## config.mk

```make
export PLATFORM = sky130hd
export DESIGN_NAME = disk_seek_scheduler
export DESIGN_NICKNAME = d
export VERILOG_FILES = /design/src/hdl/dss_pkg.sv /design/src/hdl/dss_ram.sv /design/src/hdl/dss_sort_chain.sv /design/src/hdl/dss_ctrl.sv /design/src/hdl/dss_datapath.sv /design/src/hdl/disk_seek_scheduler.sv
export SDC_FILE = /design/constraint.sdc
export NUM_CORES = 2
export LEC_CHECK = 0
export ABC_AREA = 1
export BUFFER_PORTS_ARGS = -buffer_cell sky130_fd_sc_hd__buf_2
export CAP_MARGIN = 10
export CORE_MARGIN = 5
export CORE_UTILIZATION = 30
export DETAILED_ROUTE_END_ITERATION = 16
export GPL_ROUTABILITY_DRIVEN = 0
export GPL_TIMING_DRIVEN = 0
export PLACE_DENSITY_LB_ADDON = 0.3
export SLEW_MARGIN = 20
export SYNTH_ARGS = -nofsm -noshare
export SYNTH_HDL_FRONTEND = slang
export SYNTH_SLANG_ARGS = --single-unit
```

## constraint.sdc

```tcl
create_clock -name clk -period 9.2 [get_ports clk]
set_clock_uncertainty 0.2 [all_clocks]
set_input_delay 0.92 -clock clk [delete_from_list [all_inputs] [get_ports clk]]
set_output_delay 0.92 -clock clk [all_outputs]
set_load 0.02 [all_outputs]
```

## src/hdl/dss_pkg.sv

```systemverilog
// Shared codes, constants and controller/datapath interface types for the disk seek scheduler.
`default_nettype none

package dss_pkg;

  // Configuration register indexes.
  localparam logic [1:0] CFG_MODE = 2'd0;
  localparam logic [1:0] CFG_DISK = 2'd1;
  localparam logic [1:0] CFG_HEAD = 2'd2;

  // Scheduling orders. Any other code is served in arrival order.
  localparam logic [1:0] MODE_SCAN  = 2'd1;
  localparam logic [1:0] MODE_CSCAN = 2'd2;

  // Kinds of head move reported on the result channel.
  localparam logic [1:0] KIND_REQ  = 2'd0;
  localparam logic [1:0] KIND_LAST = 2'd1;
  localparam logic [1:0] KIND_JUMP = 2'd2;

  // Operations on the request pointer.
  localparam logic [2:0] IDX_HOLD     = 3'd0;
  localparam logic [2:0] IDX_INC      = 3'd1;
  localparam logic [2:0] IDX_DEC      = 3'd2;
  localparam logic [2:0] IDX_CLEAR    = 3'd3;
  localparam logic [2:0] IDX_SPLIT_M1 = 3'd4;

  localparam int TOTAL_W    = 22;
  localparam int DISK_RESET = 200;

  typedef struct packed {
    logic       load;
    logic       setup;
    logic       split_save;
    logic [2:0] idx_op;
    logic       ram_rd;
    logic       emit;
    logic [1:0] kind;
    logic       use_ram;
    logic       final_beat;
    logic       batch_done;
  } dss_cmd_t;

  typedef struct packed {
    logic slot_free;
    logic mode_scan;
    logic mode_cscan;
    logic idx_lt_cnt;
    logic find_stop;
    logic split_zero;
    logic idx_zero;
    logic idx_last_cnt;
    logic idx_last_split;
  } dss_status_t;

endpackage

`default_nettype wire

```

## src/hdl/dss_ram.sv

```systemverilog
// Generic single-write, single-read RAM with registered read data.
`default_nettype none

module dss_ram #(
  parameter int WIDTH = 16,
  parameter int DEPTH = 32
) (
  input  wire logic                     clk,
  input  wire logic                     we,
  input  wire logic [$clog2(DEPTH)-1:0] waddr,
  input  wire logic [WIDTH-1:0]         wdata,
  input  wire logic                     re,
  input  wire logic [$clog2(DEPTH)-1:0] raddr,
  output logic      [WIDTH-1:0]         rdata_r
);

  logic [WIDTH-1:0] mem_r [DEPTH];

  always_ff @(posedge clk) begin
    if (we) begin
      mem_r[waddr] <= wdata;
    end
    if (re) begin
      rdata_r <= mem_r[raddr];
    end
  end

endmodule

`default_nettype wire

```

## src/hdl/dss_sort_chain.sv

```systemverilog
// Insertion sorting chain: keeps the held requests in ascending order, one insert per cycle.
`default_nettype none

module dss_sort_chain #(
  parameter int MAX_REQUESTS = 32,
  parameter int CYL_BITS     = 16
) (
  input  wire logic                                 clk,
  input  wire logic                                 ins_en,
  input  wire logic [CYL_BITS-1:0]                  ins_val,
  input  wire logic [$clog2(MAX_REQUESTS+1)-1:0]    count,
  input  wire logic [$clog2(MAX_REQUESTS)-1:0]      rd_idx,
  output logic      [CYL_BITS-1:0]                  rd_val
);

  localparam int CNT_W = $clog2(MAX_REQUESTS + 1);

  logic [CYL_BITS-1:0]     s_r [MAX_REQUESTS];
  logic [MAX_REQUESTS-1:0] gt;

  genvar i;
  for (i = 0; i < MAX_REQUESTS; i++) begin : g_cell
    logic                prev_gt;
    logic [CYL_BITS-1:0] prev_val;
    logic [CYL_BITS-1:0] cell_nxt;

    if (i == 0) begin : g_first
      assign prev_gt  = 1'b0;
      assign prev_val = ins_val;
    end else begin : g_rest
      assign prev_gt  = gt[i-1];
      assign prev_val = s_r[i-1];
    end

    // A held entry larger than the new value moves up by one place.
    assign gt[i] = (CNT_W'(i) < count) && (s_r[i] > ins_val);

    always_comb begin
      cell_nxt = s_r[i];
      if (ins_en && (CNT_W'(i) <= count)) begin
        if (prev_gt) begin
          cell_nxt = prev_val;
        end else if (gt[i] || (CNT_W'(i) == count)) begin
          cell_nxt = ins_val;
        end
      end
    end

    always_ff @(posedge clk) begin
      s_r[i] <= cell_nxt;
    end
  end

  assign rd_val = (int'(rd_idx) < MAX_REQUESTS) ? s_r[rd_idx] : '0;

endmodule

`default_nettype wire

```

## src/hdl/dss_ctrl.sv

```systemverilog
// Controller state machine: sequences loading, split search and the move passes of each mode.
`default_nettype none

module dss_ctrl (
  input  wire logic                 clk,
  input  wire logic                 rst_n,
  input  wire logic                 in_valid,
  input  wire logic                 in_batch_end,
  input  wire dss_pkg::dss_status_t status,
  output logic                      in_stall,
  output dss_pkg::dss_cmd_t         cmd
);

  localparam logic [3:0] S_LOAD  = 4'd0;
  localparam logic [3:0] S_SETUP = 4'd1;
  localparam logic [3:0] S_FIND  = 4'd2;
  localparam logic [3:0] S_UP    = 4'd3;
  localparam logic [3:0] S_JUMP  = 4'd4;
  localparam logic [3:0] S_CUP   = 4'd5;
  localparam logic [3:0] S_DOWN  = 4'd6;
  localparam logic [3:0] S_FRD   = 4'd7;
  localparam logic [3:0] S_FEM   = 4'd8;

  logic [3:0] state_r;
  logic [3:0] state_nxt;

  assign in_stall = (state_r != S_LOAD);

  always_comb begin
    cmd       = '0;
    state_nxt = state_r;
    unique case (state_r)
      S_LOAD: begin
        if (in_valid) begin
          cmd.load = 1'b1;
          if (in_batch_end) begin
            state_nxt = S_SETUP;
          end
        end
      end
      S_SETUP: begin
        cmd.setup  = 1'b1;
        cmd.idx_op = dss_pkg::IDX_CLEAR;
        state_nxt  = (status.mode_scan || status.mode_cscan) ? S_FIND : S_FRD;
      end
      S_FIND: begin
        if (status.find_stop) begin
          cmd.split_save = 1'b1;
          state_nxt      = S_UP;
        end else begin
          cmd.idx_op = dss_pkg::IDX_INC;
        end
      end
      S_UP: begin
        if (status.slot_free) begin
          cmd.emit = 1'b1;
          if (status.idx_lt_cnt) begin
            cmd.kind   = dss_pkg::KIND_REQ;
            cmd.idx_op = dss_pkg::IDX_INC;
          end else begin
            cmd.kind = dss_pkg::KIND_LAST;
            if (status.mode_cscan) begin
              state_nxt = S_JUMP;
            end else if (status.split_zero) begin
              cmd.final_beat = 1'b1;
              cmd.batch_done = 1'b1;
              state_nxt      = S_LOAD;
            end else begin
              cmd.idx_op = dss_pkg::IDX_SPLIT_M1;
              state_nxt  = S_DOWN;
            end
          end
        end
      end
      S_JUMP: begin
        if (status.slot_free) begin
          cmd.emit = 1'b1;
          cmd.kind = dss_pkg::KIND_JUMP;
          if (status.split_zero) begin
            cmd.final_beat = 1'b1;
            cmd.batch_done = 1'b1;
            state_nxt      = S_LOAD;
          end else begin
            cmd.idx_op = dss_pkg::IDX_CLEAR;
            state_nxt  = S_CUP;
          end
        end
      end
      S_CUP: begin
        if (status.slot_free) begin
          cmd.emit = 1'b1;
          cmd.kind = dss_pkg::KIND_REQ;
          if (status.idx_last_split) begin
            cmd.final_beat = 1'b1;
            cmd.batch_done = 1'b1;
            state_nxt      = S_LOAD;
          end else begin
            cmd.idx_op = dss_pkg::IDX_INC;
          end
        end
      end
      S_DOWN: begin
        if (status.slot_free) begin
          cmd.emit = 1'b1;
          cmd.kind = dss_pkg::KIND_REQ;
          if (status.idx_zero) begin
            cmd.final_beat = 1'b1;
            cmd.batch_done = 1'b1;
            state_nxt      = S_LOAD;
          end else begin
            cmd.idx_op = dss_pkg::IDX_DEC;
          end
        end
      end
      S_FRD: begin
        cmd.ram_rd = 1'b1;
        state_nxt  = S_FEM;
      end
      S_FEM: begin
        if (status.slot_free) begin
          cmd.emit    = 1'b1;
          cmd.kind    = dss_pkg::KIND_REQ;
          cmd.use_ram = 1'b1;
          if (status.idx_last_cnt) begin
            cmd.final_beat = 1'b1;
            cmd.batch_done = 1'b1;
            state_nxt      = S_LOAD;
          end else begin
            cmd.idx_op = dss_pkg::IDX_INC;
            state_nxt  = S_FRD;
          end
        end
      end
      default: begin
        state_nxt = S_LOAD;
      end
    endcase
  end

  always_ff @(posedge clk) begin
    if (!rst_n) begin
      state_r <= S_LOAD;
    end else begin
      state_r <= state_nxt;
    end
  end

endmodule

`default_nettype wire

```

## src/hdl/dss_datapath.sv

```systemverilog
// Datapath: configuration, request stores, head and distance arithmetic and the result register.
`default_nettype none

module dss_datapath #(
  parameter int MAX_REQUESTS = 32,
  parameter int CYL_BITS     = 16
) (
  input  wire logic                              clk,
  input  wire logic                              rst_n,
  input  wire logic                              cfg_we,
  input  wire logic [1:0]                        cfg_index,
  input  wire logic [CYL_BITS:0]                 cfg_data,
  input  wire logic [CYL_BITS-1:0]               in_cylinder,
  input  wire dss_pkg::dss_cmd_t                 cmd,
  output dss_pkg::dss_status_t                   status,
  input  wire logic                              out_stall,
  output logic                                   out_valid,
  output logic [1:0]                             out_move_kind,
  output logic [CYL_BITS-1:0]                    out_from_pos,
  output logic [CYL_BITS-1:0]                    out_to_pos,
  output logic [CYL_BITS-1:0]                    out_distance,
  output logic [dss_pkg::TOTAL_W-1:0]            out_total_distance,
  output logic [$clog2(MAX_REQUESTS+1)-1:0]      out_served_count,
  output logic                                   out_overflow,
  output logic                                   out_final_move
);

  localparam int CNT_W = $clog2(MAX_REQUESTS + 1);
  localparam int IDX_W = $clog2(MAX_REQUESTS);
  localparam int CFG_W = CYL_BITS + 1;
  localparam int TW    = dss_pkg::TOTAL_W;

  logic [1:0]          mode_r, mode_nxt;
  logic [CFG_W-1:0]    disk_r, disk_nxt;
  logic [CYL_BITS-1:0] hstart_r, hstart_nxt;
  logic [CNT_W-1:0]    cnt_r, cnt_nxt;
  logic                dropped_r, dropped_nxt;
  logic [CNT_W-1:0]    idx_r, idx_nxt;
  logic [CNT_W-1:0]    split_r, split_nxt;
  logic [CYL_BITS-1:0] head_r, head_nxt;
  logic [CYL_BITS-1:0] last_r, last_nxt;
  logic [TW-1:0]       sum_r, sum_nxt;
  logic                out_valid_r, out_valid_nxt;

  logic [1:0]          kind_r;
  logic [CYL_BITS-1:0] from_r, to_r, dist_r;
  logic [TW-1:0]       total_r;
  logic [CNT_W-1:0]    served_r;
  logic                ovf_r, fin_r;

  logic                full;
  logic [CFG_W-1:0]    disk_m1;
  logic [CYL_BITS-1:0] last_c;
  logic [CYL_BITS-1:0] chain_val, ram_val;
  logic [CYL_BITS-1:0] sorted_c, fifo_c, req_c;
  logic [CYL_BITS-1:0] to_c, dist_c;
  logic [TW-1:0]       sum_add;
  logic [CNT_W-1:0]    idx_p1;

  assign full = (cnt_r == CNT_W'(MAX_REQUESTS));

  // A disk size of zero behaves as one cylinder, anything at or above the
  // addressable range as the full range.
  assign disk_m1 = disk_r - CFG_W'(1);
  assign last_c  = (disk_r == '0)      ? '0 :
                   disk_r[CYL_BITS]    ? {CYL_BITS{1'b1}} :
                                         disk_m1[CYL_BITS-1:0];

  dss_sort_chain #(
    .MAX_REQUESTS (MAX_REQUESTS),
    .CYL_BITS     (CYL_BITS)
  ) u_chain (
    .clk     (clk),
    .ins_en  (cmd.load && !full),
    .ins_val (in_cylinder),
    .count   (cnt_r),
    .rd_idx  (idx_r[IDX_W-1:0]),
    .rd_val  (chain_val)
  );

  dss_ram #(
    .WIDTH (CYL_BITS),
    .DEPTH (MAX_REQUESTS)
  ) u_store (
    .clk     (clk),
    .we      (cmd.load && !full),
    .waddr   (cnt_r[IDX_W-1:0]),
    .wdata   (in_cylinder),
    .re      (cmd.ram_rd),
    .raddr   (idx_r[IDX_W-1:0]),
    .rdata_r (ram_val)
  );

  assign sorted_c = (chain_val > last_r) ? last_r : chain_val;
  assign fifo_c   = (ram_val > last_r) ? last_r : ram_val;
  assign req_c    = cmd.use_ram ? fifo_c : sorted_c;
  assign idx_p1   = idx_r + CNT_W'(1);

  always_comb begin
    case (cmd.kind)
      dss_pkg::KIND_REQ: begin
        to_c   = req_c;
        dist_c = (req_c > head_r) ? (req_c - head_r) : (head_r - req_c);
      end
      dss_pkg::KIND_LAST: begin
        to_c   = last_r;
        dist_c = last_r - head_r;
      end
      default: begin
        to_c   = '0;
        dist_c = last_r;
      end
    endcase
  end

  assign sum_add = sum_r + TW'(dist_c);

  always_comb begin
    status.slot_free      = !out_valid_r || !out_stall;
    status.mode_scan      = (mode_r == dss_pkg::MODE_SCAN);
    status.mode_cscan     = (mode_r == dss_pkg::MODE_CSCAN);
    status.idx_lt_cnt     = (idx_r < cnt_r);
    status.find_stop      = !(idx_r < cnt_r) || (sorted_c > head_r);
    status.split_zero     = (split_r == '0);
    status.idx_zero       = (idx_r == '0);
    status.idx_last_cnt   = (idx_p1 == cnt_r);
    status.idx_last_split = (idx_p1 == split_r);
  end

  always_comb begin
    mode_nxt   = mode_r;
    disk_nxt   = disk_r;
    hstart_nxt = hstart_r;
    if (cfg_we) begin
      case (cfg_index)
        dss_pkg::CFG_MODE: mode_nxt   = cfg_data[1:0];
        dss_pkg::CFG_DISK: disk_nxt   = cfg_data;
        dss_pkg::CFG_HEAD: hstart_nxt = cfg_data[CYL_BITS-1:0];
        default: ;
      endcase
    end
  end

  always_comb begin
    cnt_nxt     = cnt_r;
    dropped_nxt = dropped_r;
    split_nxt   = cmd.split_save ? idx_r : split_r;
    head_nxt    = head_r;
    last_nxt    = last_r;
    sum_nxt     = sum_r;
    if (cmd.load) begin
      if (full) begin
        dropped_nxt = 1'b1;
      end else begin
        cnt_nxt = cnt_r + CNT_W'(1);
      end
    end
    if (cmd.setup) begin
      last_nxt = last_c;
      head_nxt = (hstart_r > last_c) ? last_c : hstart_r;
      sum_nxt  = '0;
    end
    if (cmd.emit) begin
      head_nxt = to_c;
      sum_nxt  = sum_add;
    end
    if (cmd.batch_done) begin
      cnt_nxt     = '0;
      dropped_nxt = 1'b0;
      sum_nxt     = '0;
    end
  end

  always_comb begin
    case (cmd.idx_op)
      dss_pkg::IDX_INC:      idx_nxt = idx_p1;
      dss_pkg::IDX_DEC:      idx_nxt = idx_r - CNT_W'(1);
      dss_pkg::IDX_CLEAR:    idx_nxt = '0;
      dss_pkg::IDX_SPLIT_M1: idx_nxt = split_r - CNT_W'(1);
      default:               idx_nxt = idx_r;
    endcase
  end

  assign out_valid_nxt = cmd.emit || (out_valid_r && out_stall);

  always_ff @(posedge clk) begin
    if (!rst_n) begin
      mode_r      <= dss_pkg::MODE_SCAN;
      disk_r      <= CFG_W'(dss_pkg::DISK_RESET);
      hstart_r    <= '0;
      cnt_r       <= '0;
      dropped_r   <= 1'b0;
      idx_r       <= '0;
      split_r     <= '0;
      head_r      <= '0;
      last_r      <= '0;
      sum_r       <= '0;
      out_valid_r <= 1'b0;
    end else begin
      mode_r      <= mode_nxt;
      disk_r      <= disk_nxt;
      hstart_r    <= hstart_nxt;
      cnt_r       <= cnt_nxt;
      dropped_r   <= dropped_nxt;
      idx_r       <= idx_nxt;
      split_r     <= split_nxt;
      head_r      <= head_nxt;
      last_r      <= last_nxt;
      sum_r       <= sum_nxt;
      out_valid_r <= out_valid_nxt;
    end
  end

  always_ff @(posedge clk) begin
    if (cmd.emit) begin
      kind_r   <= cmd.kind;
      from_r   <= head_r;
      to_r     <= to_c;
      dist_r   <= dist_c;
      total_r  <= sum_add;
      served_r <= cnt_r;
      ovf_r    <= dropped_r;
      fin_r    <= cmd.final_beat;
    end
  end

  assign out_valid          = out_valid_r;
  assign out_move_kind      = kind_r;
  assign out_from_pos       = from_r;
  assign out_to_pos         = to_r;
  assign out_distance       = dist_r;
  assign out_total_distance = total_r;
  assign out_served_count   = served_r;
  assign out_overflow       = ovf_r;
  assign out_final_move     = fin_r;

endmodule

`default_nettype wire

```

## src/hdl/disk_seek_scheduler.sv

```systemverilog
// Top level of the batch disk seek scheduler (FCFS, SCAN and C-SCAN orders).
// Loading: one request beat is taken per cycle; a beat without batch_end yields no result.
// Scheduling: after the batch_end beat comes a setup state; SCAN and C-SCAN then search the
// sorted chain for the first request above the head and emit one move per cycle while
// out_stall is low; FCFS reads the registered store before each move that it emits.
// Reset is synchronous and active low: it clears control state and restores the
// register defaults (scan order, 200 cylinders, head at 0); the request store is not cleared.
`default_nettype none

module disk_seek_scheduler #(
  parameter int MAX_REQUESTS = 32,
  parameter int CYL_BITS     = 16
) (
  input  wire logic                              clk,
  input  wire logic                              rst_n,
  input  wire logic                              cfg_we,
  input  wire logic [1:0]                        cfg_index,
  input  wire logic [CYL_BITS:0]                 cfg_data,
  input  wire logic                              in_valid,
  output logic                                   in_stall,
  input  wire logic [CYL_BITS-1:0]               in_cylinder,
  input  wire logic                              in_batch_end,
  output logic                                   out_valid,
  input  wire logic                              out_stall,
  output logic [1:0]                             out_move_kind,
  output logic [CYL_BITS-1:0]                    out_from_pos,
  output logic [CYL_BITS-1:0]                    out_to_pos,
  output logic [CYL_BITS-1:0]                    out_distance,
  output logic [dss_pkg::TOTAL_W-1:0]            out_total_distance,
  output logic [$clog2(MAX_REQUESTS+1)-1:0]      out_served_count,
  output logic                                   out_overflow,
  output logic                                   out_final_move
);

  // The controller decides what happens each cycle; the datapath holds every
  // stored value and reports back only the comparisons the controller needs.
  dss_pkg::dss_cmd_t    cmd;
  dss_pkg::dss_status_t status;

  // The controller owns the input handshake: a beat is taken only while it is
  // loading. The result register sits in the datapath, so a new batch may start
  // loading while the final move of the previous one still waits to be taken.
  dss_ctrl u_ctrl (
    .clk          (clk),
    .rst_n        (rst_n),
    .in_valid     (in_valid),
    .in_batch_end (in_batch_end),
    .status       (status),
    .in_stall     (in_stall),
    .cmd          (cmd)
  );

  // Requests are written both into the arrival-order store (used for FCFS) and
  // into the sorting chain (used for both sweep orders). Clamping to the last
  // cylinder is applied when a request is read out, since the disk size may be
  // rewritten between the beats of a batch; clamping keeps the sorted order.
  dss_datapath #(
    .MAX_REQUESTS (MAX_REQUESTS),
    .CYL_BITS     (CYL_BITS)
  ) u_dp (
    .clk                (clk),
    .rst_n              (rst_n),
    .cfg_we             (cfg_we),
    .cfg_index          (cfg_index),
    .cfg_data           (cfg_data),
    .in_cylinder        (in_cylinder),
    .cmd                (cmd),
    .status             (status),
    .out_stall          (out_stall),
    .out_valid          (out_valid),
    .out_move_kind      (out_move_kind),
    .out_from_pos       (out_from_pos),
    .out_to_pos         (out_to_pos),
    .out_distance       (out_distance),
    .out_total_distance (out_total_distance),
    .out_served_count   (out_served_count),
    .out_overflow       (out_overflow),
    .out_final_move     (out_final_move)
  );

  // The final request beat of a batch must stop further loading while it is served.
  a_batch_end_stalls: assert property (@(posedge clk) disable iff (!rst_n)
    (in_valid && !in_stall && in_batch_end) |=> in_stall)
    else $error("input not stalled after the batch end beat");

  // Every reported move belongs to a batch holding between one and the capacity.
  a_served_range: assert property (@(posedge clk) disable iff (!rst_n)
    out_valid |-> ((out_served_count != '0) &&
                   (int'(out_served_count) <= MAX_REQUESTS)))
    else $error("served count out of range");

  // Apart from the jump to cylinder zero, the distance is the span between the ends.
  a_distance_span: assert property (@(posedge clk) disable iff (!rst_n)
    (out_valid && (out_move_kind != dss_pkg::KIND_JUMP)) |->
      (out_distance == ((out_to_pos > out_from_pos) ? (out_to_pos - out_from_pos)
                                                    : (out_from_pos - out_to_pos))))
    else $error("move distance does not match its end points");

  // A move issued by the controller always lands in a free result register.
  a_emit_slot: assert property (@(posedge clk) disable iff (!rst_n)
    cmd.emit |-> status.slot_free)
    else $error("move issued while the result register is occupied");

endmodule

`default_nettype wire
```

-- After elaboration in Yosys (flattened, before gate mapping)
Memory sizes are Yosys's and may differ from the RTL's. A register that Yosys moved wholly into a read port is not among the register bits.
Index checks and enable logic that the tools add are counted.
- shift-type cells: 0
- divide/modulo/power cells: 0
- add/sub/neg operators: 9
- multiplexer cells: 168
- multipliers: 0
- bitwise operators: 2
- $lt $le $gt $ge: 102
- reduce and logical (&&, ||, !) cells: 124
- equality and inequality tests: 62
- operator list (kind ; number):
    $mux 16 ; 104
    $gt 16x16->1 ; 37
    $eq 5x6->1 const A ; 16
    $le 5x6->1 const A ; 16
    $lt 5x6->1 const A ; 16
    $logic_and 1x1->1 ; 66
    $pmux 16 s2 ; 2
    $eq 4x6->1 const A ; 8
    $le 4x6->1 const A ; 8
    $lt 4x6->1 const A ; 8
    $mux 3 ; 16
    $sub 16x16->16 ; 3
    $mux 22 ; 2
    $mux 4 ; 11
    $logic_or 1x1->1 ; 36
    $pmux 4 s9 ; 1
    $eq 3x6->1 const A ; 4
    $le 3x6->1 const A ; 4
    $lt 3x6->1 const A ; 4
    $mux 2 ; 12
    $pmux 6 s4 ; 1
    $add 22x16->22 ; 1
    $ne 2x2->1 const B ; 11
    $pmux 3 s7 ; 1
    other kinds (37) ; 79
- memory bits (writable): 1024
- flip-flop bits (word level): 193
- bits in read-only memories: 0
- bits of input ports: 41
- word-level logic and storage cells: 489
- memories: 2
- latch bits: 0
- memory list (name ; depth ; width ; read ports ; clocked after Yosys merged registers in ; wr ports ; RTL line ; source):
    u_dp.u_chain.s_r ; 32 ; 16 ; 33 ; 1 ; 32 ; dss_sort_chain.sv:18 ; logic [CYL_BITS-1:0] s_r [MAX_REQUESTS];
    u_dp.u_store.mem_r ; 32 ; 16 ; 1 ; 1 ; 1 ; dss_ram.sv:17 ; logic [WIDTH-1:0] mem_r [DEPTH];

-- Logic depth before layout (Yosys ltp)
- depth after elaboration: 11
- gate-level depth with buffers: 56
- mapped depth without buffers: 51

-- Cells and area by module
Synthesis repeated with hierarchy kept, for this count alone.
- cells, all modules: 8789
- area, all modules: 75192.1 µm²
- by module, submodules not included (module ; area an instance (µm²) ; instances ; sequential area each (µm²) ; cells an instance):
    dss_sort_chain ; 39156.3 ; 1 ; 15374.7 ; 4946
    dss_ram ; 21461.8 ; 1 ; 15855.2 ; 1794
    dss_datapath ; 14004.7 ; 1 ; 4584.4 ; 1944
    dss_ctrl ; 569.3 ; 1 ; 80.1 ; 105

-- Worst setup path before layout
No wires, ideal clock.
- path kind: register to register
- start: reg (tool-made name)
- end: reg u_dp.total_r[15], in the netlist u_dp.out_total_distance[15] (data pin)
- cell stages (with the launch flop): 46
- required time: 8.745 ns
- path buffers: 5
- slack: 2.891 ns
- setup time: 0.255 ns
- data arrival time: 5.855 ns
- cells stage by stage: dfxtp_1 -> inv_1 -> clkbuf_1 -> buf_2 -> nand3_1 -> nand3_1 -> nand2_1 -> nand2_1 -> nand3_1 -> nand2_1 -> inv_1 -> ha_1 -> nand2_1 -> nor3_1 -> nand3_2 -> nand2_1 -> buf_4 -> nand3_1 -> [10 not listed] -> buf_4 -> nand2_1 -> nand3_1 -> o211ai_1 -> nand2_1 -> inv_1 -> ha_1 -> buf_2 -> a21oi_1 -> o21ai_0 -> a21o_1 -> nand2_1 -> nand2_1 -> nand2_1 -> nand2_1 -> nand2_1 -> nand3b_1 -> and2_1
- RTL lines (what ; RTL line ; source):
    to (signal assigned) ; dss_datapath.sv:220 ; total_r <= sum_add;
    to (decl) ; dss_datapath.sv:47 ; logic [TW-1:0] total_r;

==> results.cfg <==
[status]
status = complete, no violations

[timing]
finalCritPeriodShare = 0.9639
finalHoldViolations = 0
slew_headroom = 0.1565
period_needed_ns = 8.868
finalSetupTns_ns = 0
clock.fmax_mhz = 112.8
worst_pin_slew_ns = 1.265
drv_slew = 0
setup_viol = 0

[yosys]
yosysTopAreaCell = edfxtp_1
ys_types = 64
ys_ff_latch = 1238
synth_area_sq_um = 72940
ys_seq_area_frac = 0.4935
synth_edf_count = 1120
synth_top_area_share = 0.4611
syn_nets = 8948
yosys-top-cells-area = edfxtp_1 46%, ha_1 11%, nand2_1 9.0%
syn_inst = 8250
synthArstFlopShare = 0
synth_area_per_cell_sq_um = 8.841
yosys_warnings = 0
synth-main-ff-cell = edfxtp_1

[route]
drtIter0Drc = 9236
wirelength_microns = 299400
drtAntennaViolNets = 0
vias = 66420
via_per_inst = 5.587
drcViolationCount = 0
drtPass1Iterations = 9
avgRoutedWirePerCell_microns = 25.18

[power_and_ir_drop]
intPower_mw = 14.02
peakVddDrop_mv = 0.3136
total_leakage_power_nw = 33.31
pwr-share-seq = 0.268
powerDensity_nw_per_um2 = 322.0
p_clk_frac = 0.216
switching_share = 0.4783
combinationalPowerShare = 0.516
power_switching_mw = 12.86

[die]
rows = 181
num_io_pins = 123
die_y_microns = 503.1
die_area_sq_um = 253100
start_util = 0.3007
coreArea_sq_um = 242500
fp.dieW_microns = 503.1

[worst_setup_path]
cp_common_cell = nand2_1
crit_path_start_kind = flop
cpLargestDelayFamily = simple AND/OR/NAND/NOR gates
cp_data_arrival_time_ns = 9.38
criticalPathCategory = reg -> reg
cpMaxStageDelayCell = buf_1
required_ns = 9.71
end_kind = flop
crit_buf_inv = 7
max_stage_delay_ns = 0.78
cp_max_fo = 10

[global_route]
grt-ovfl-total = 0
antenna_found_initial = 19
grt_first_pass_wirelength_microns = 422500
grt_max_degree = 60
grtUsageTotal = 0.2265
grt_pass1_vias = 61627

[cts]
clock_path_buffers = 3
hold_buffers = 0
insertion_delay_ns = 0.84
cts.sinks = 1238
cts_root_buf = clkbuf_16
cts_buffers = 141
clkTransAtPathRegs_ns = 0.06
cts_max_level = 4
cts_tree = yes

[cells_and_area]
areaGrowthSynthToFinish_pct = 14.44
final_cell_mix = 1741 x nand2_1, 1120 x edfxtp_1, 912 x nor2_1
drive_above_1_share = 0.07847
fin_util = 0.3441
fin_nets = 9262
final_common_cell = nand2_1

[placement]
dp_hpwl_microns = 222700
port_buffers = 122

[flow_run]
drv_cap = 0

[worst_hold_path]
hold_class = in -> reg
-- repair_timing --
| item | in CTS | in global routing |
|---|---|---|
| endpoints found under the setup margin | 6 | 35 |
| setup buffers | 0 | 0 |
| resized for setup | 4 | 65 |
-- per-stage QoR --
step / std cells / cell area, sq um / hold slack (ns) / total power, mW / setup slack (ns)
6_report: 11889 / 83470 / 0.1453 / 26.88 / 0.3321
5_1_grt: 11882 / 83450 / 0.1180 / 28.28 / -0.006963
3_3_place_gp: 11574 / 77560 / 0.2537 / 20.54 / -0.1906
4_1_cts: 11880 / 83370 / 0.09892 / 26.52 / 0.01025
3_5_place_dp: 11623 / 78630 / 0.2605 / 20.72 / -0.06321
2_1_floorplan: 8250 / 72940 / 0.2029 / 15.68 / 2.891
-- cells by family after synthesis --
group,count (synthesis),synth area share
xor gates and xnor gates,45,0.005403
adders and majority gates,657,0.1131
AOI/OAI and AO/OA,1786,0.1324
and+or+nand+nor,3599,0.2052
DFF,1238,0.4935
buffers and inverters,925,0.05048
-- registers in the layout (all words and copies together), names as in the netlist, 16 cells and up, named ones only --
| register | cells |
|---|---|
| u_dp.u_chain.s_r | 512 |
| u_dp.u_store.mem_r | 512 |
| u_dp.out_total_distance | 22 |
| u_dp.sum_r | 22 |
| u_dp.disk_r | 17 |
| u_dp.head_r | 16 |
| u_dp.hstart_r | 16 |
| u_dp.last_r | 16 |
| u_dp.out_distance | 16 |
| u_dp.out_from_pos | 16 |
| u_dp.out_to_pos | 16 |
| u_dp.u_store.rdata_r | 16 |
-- Yosys cell counts, types with 7 or more instances --
master and n:
buf_4 11, o221ai_1 14, o22ai_1 160, nor4_1 22
nand3_1 701, o21bai_1 23, buf_2 120, buf_1 31
a221oi_1 9, dfxtp_1 118, a21o_1 10, nand2_2 11
inv_1 483, inv_2 9, o21ai_1 12, nor3_1 57
xor2_1 39, o31ai_1 7, nand4_1 69, nor2_1 945
a31oi_1 10, o211ai_1 20, nand3b_1 8, o21ai_0 659
a211oi_1 8, ha_1 653, clkbuf_1 265, nand2_1 1742
o21a_1 32, or2_2 9, edfxtp_1 1120, a21oi_1 786
-- routing by layer --
layer  vias up  track usage  wire length, microns
met1     31703       0.2974                118300
met5         -     0.002284                   145
met3       860      0.06777                 37260
li1      29595            -                     -
met4        20       0.1081                 16760
met2      4242       0.3410                127000
-- worst paths after layout --
path                                    from                     endpoint  slack, ns  depth (start not counted)
setup / recovery                        flop  u_dp.sum_r[20]$_SDFFE_PP0P_       0.33                         44
setup reg to reg                        flop  u_dp.sum_r[20]$_SDFFE_PP0P_       0.33                         44
hold / removal                   cfg_data[7]  u_dp.disk_r[7]$_SDFFE_PN1P_       0.15                          3
hold reg to reg   u_dp.sum_r[3]$_SDFFE_PP0P_   u_dp.sum_r[3]$_SDFFE_PP0P_       0.27                          2
-- layout make-up --
class | count | area [sq um]
Tap cell | 3202 | 4006
Timing Repair Buffer | 171 | 1416
Sequential cell | 1238 | 35990
Fill cell | 24747 | 159100
Multi-Input combinational cell | 6087 | 33480
Clock buffer | 176 | 3712
Antenna cell | 9 | 22.52
Inverter | 495 | 1861
Buffer | 430 | 1968
Clock inverter | 81 | 1011
-- power by group through the flow --
stage | logic (mW) | registers, mW | clock network, mW
global route | 15.0 | 7.21 | 6.09
CTS | 13.5 | 7.18 | 5.85
finish | 13.9 | 7.20 | 5.81
detailed placement | 13.4 | 7.30 | 0
global placement | 13.2 | 7.33 | 0
floorplan | 8.30 | 7.38 | 0
-- tightest hold or removal path: stages --
cell and delay, ns:
buf_2 0.11, nand2_1 0.05, nand3_1 0.07
Note: power is estimated with default switching activity, not from simulation.
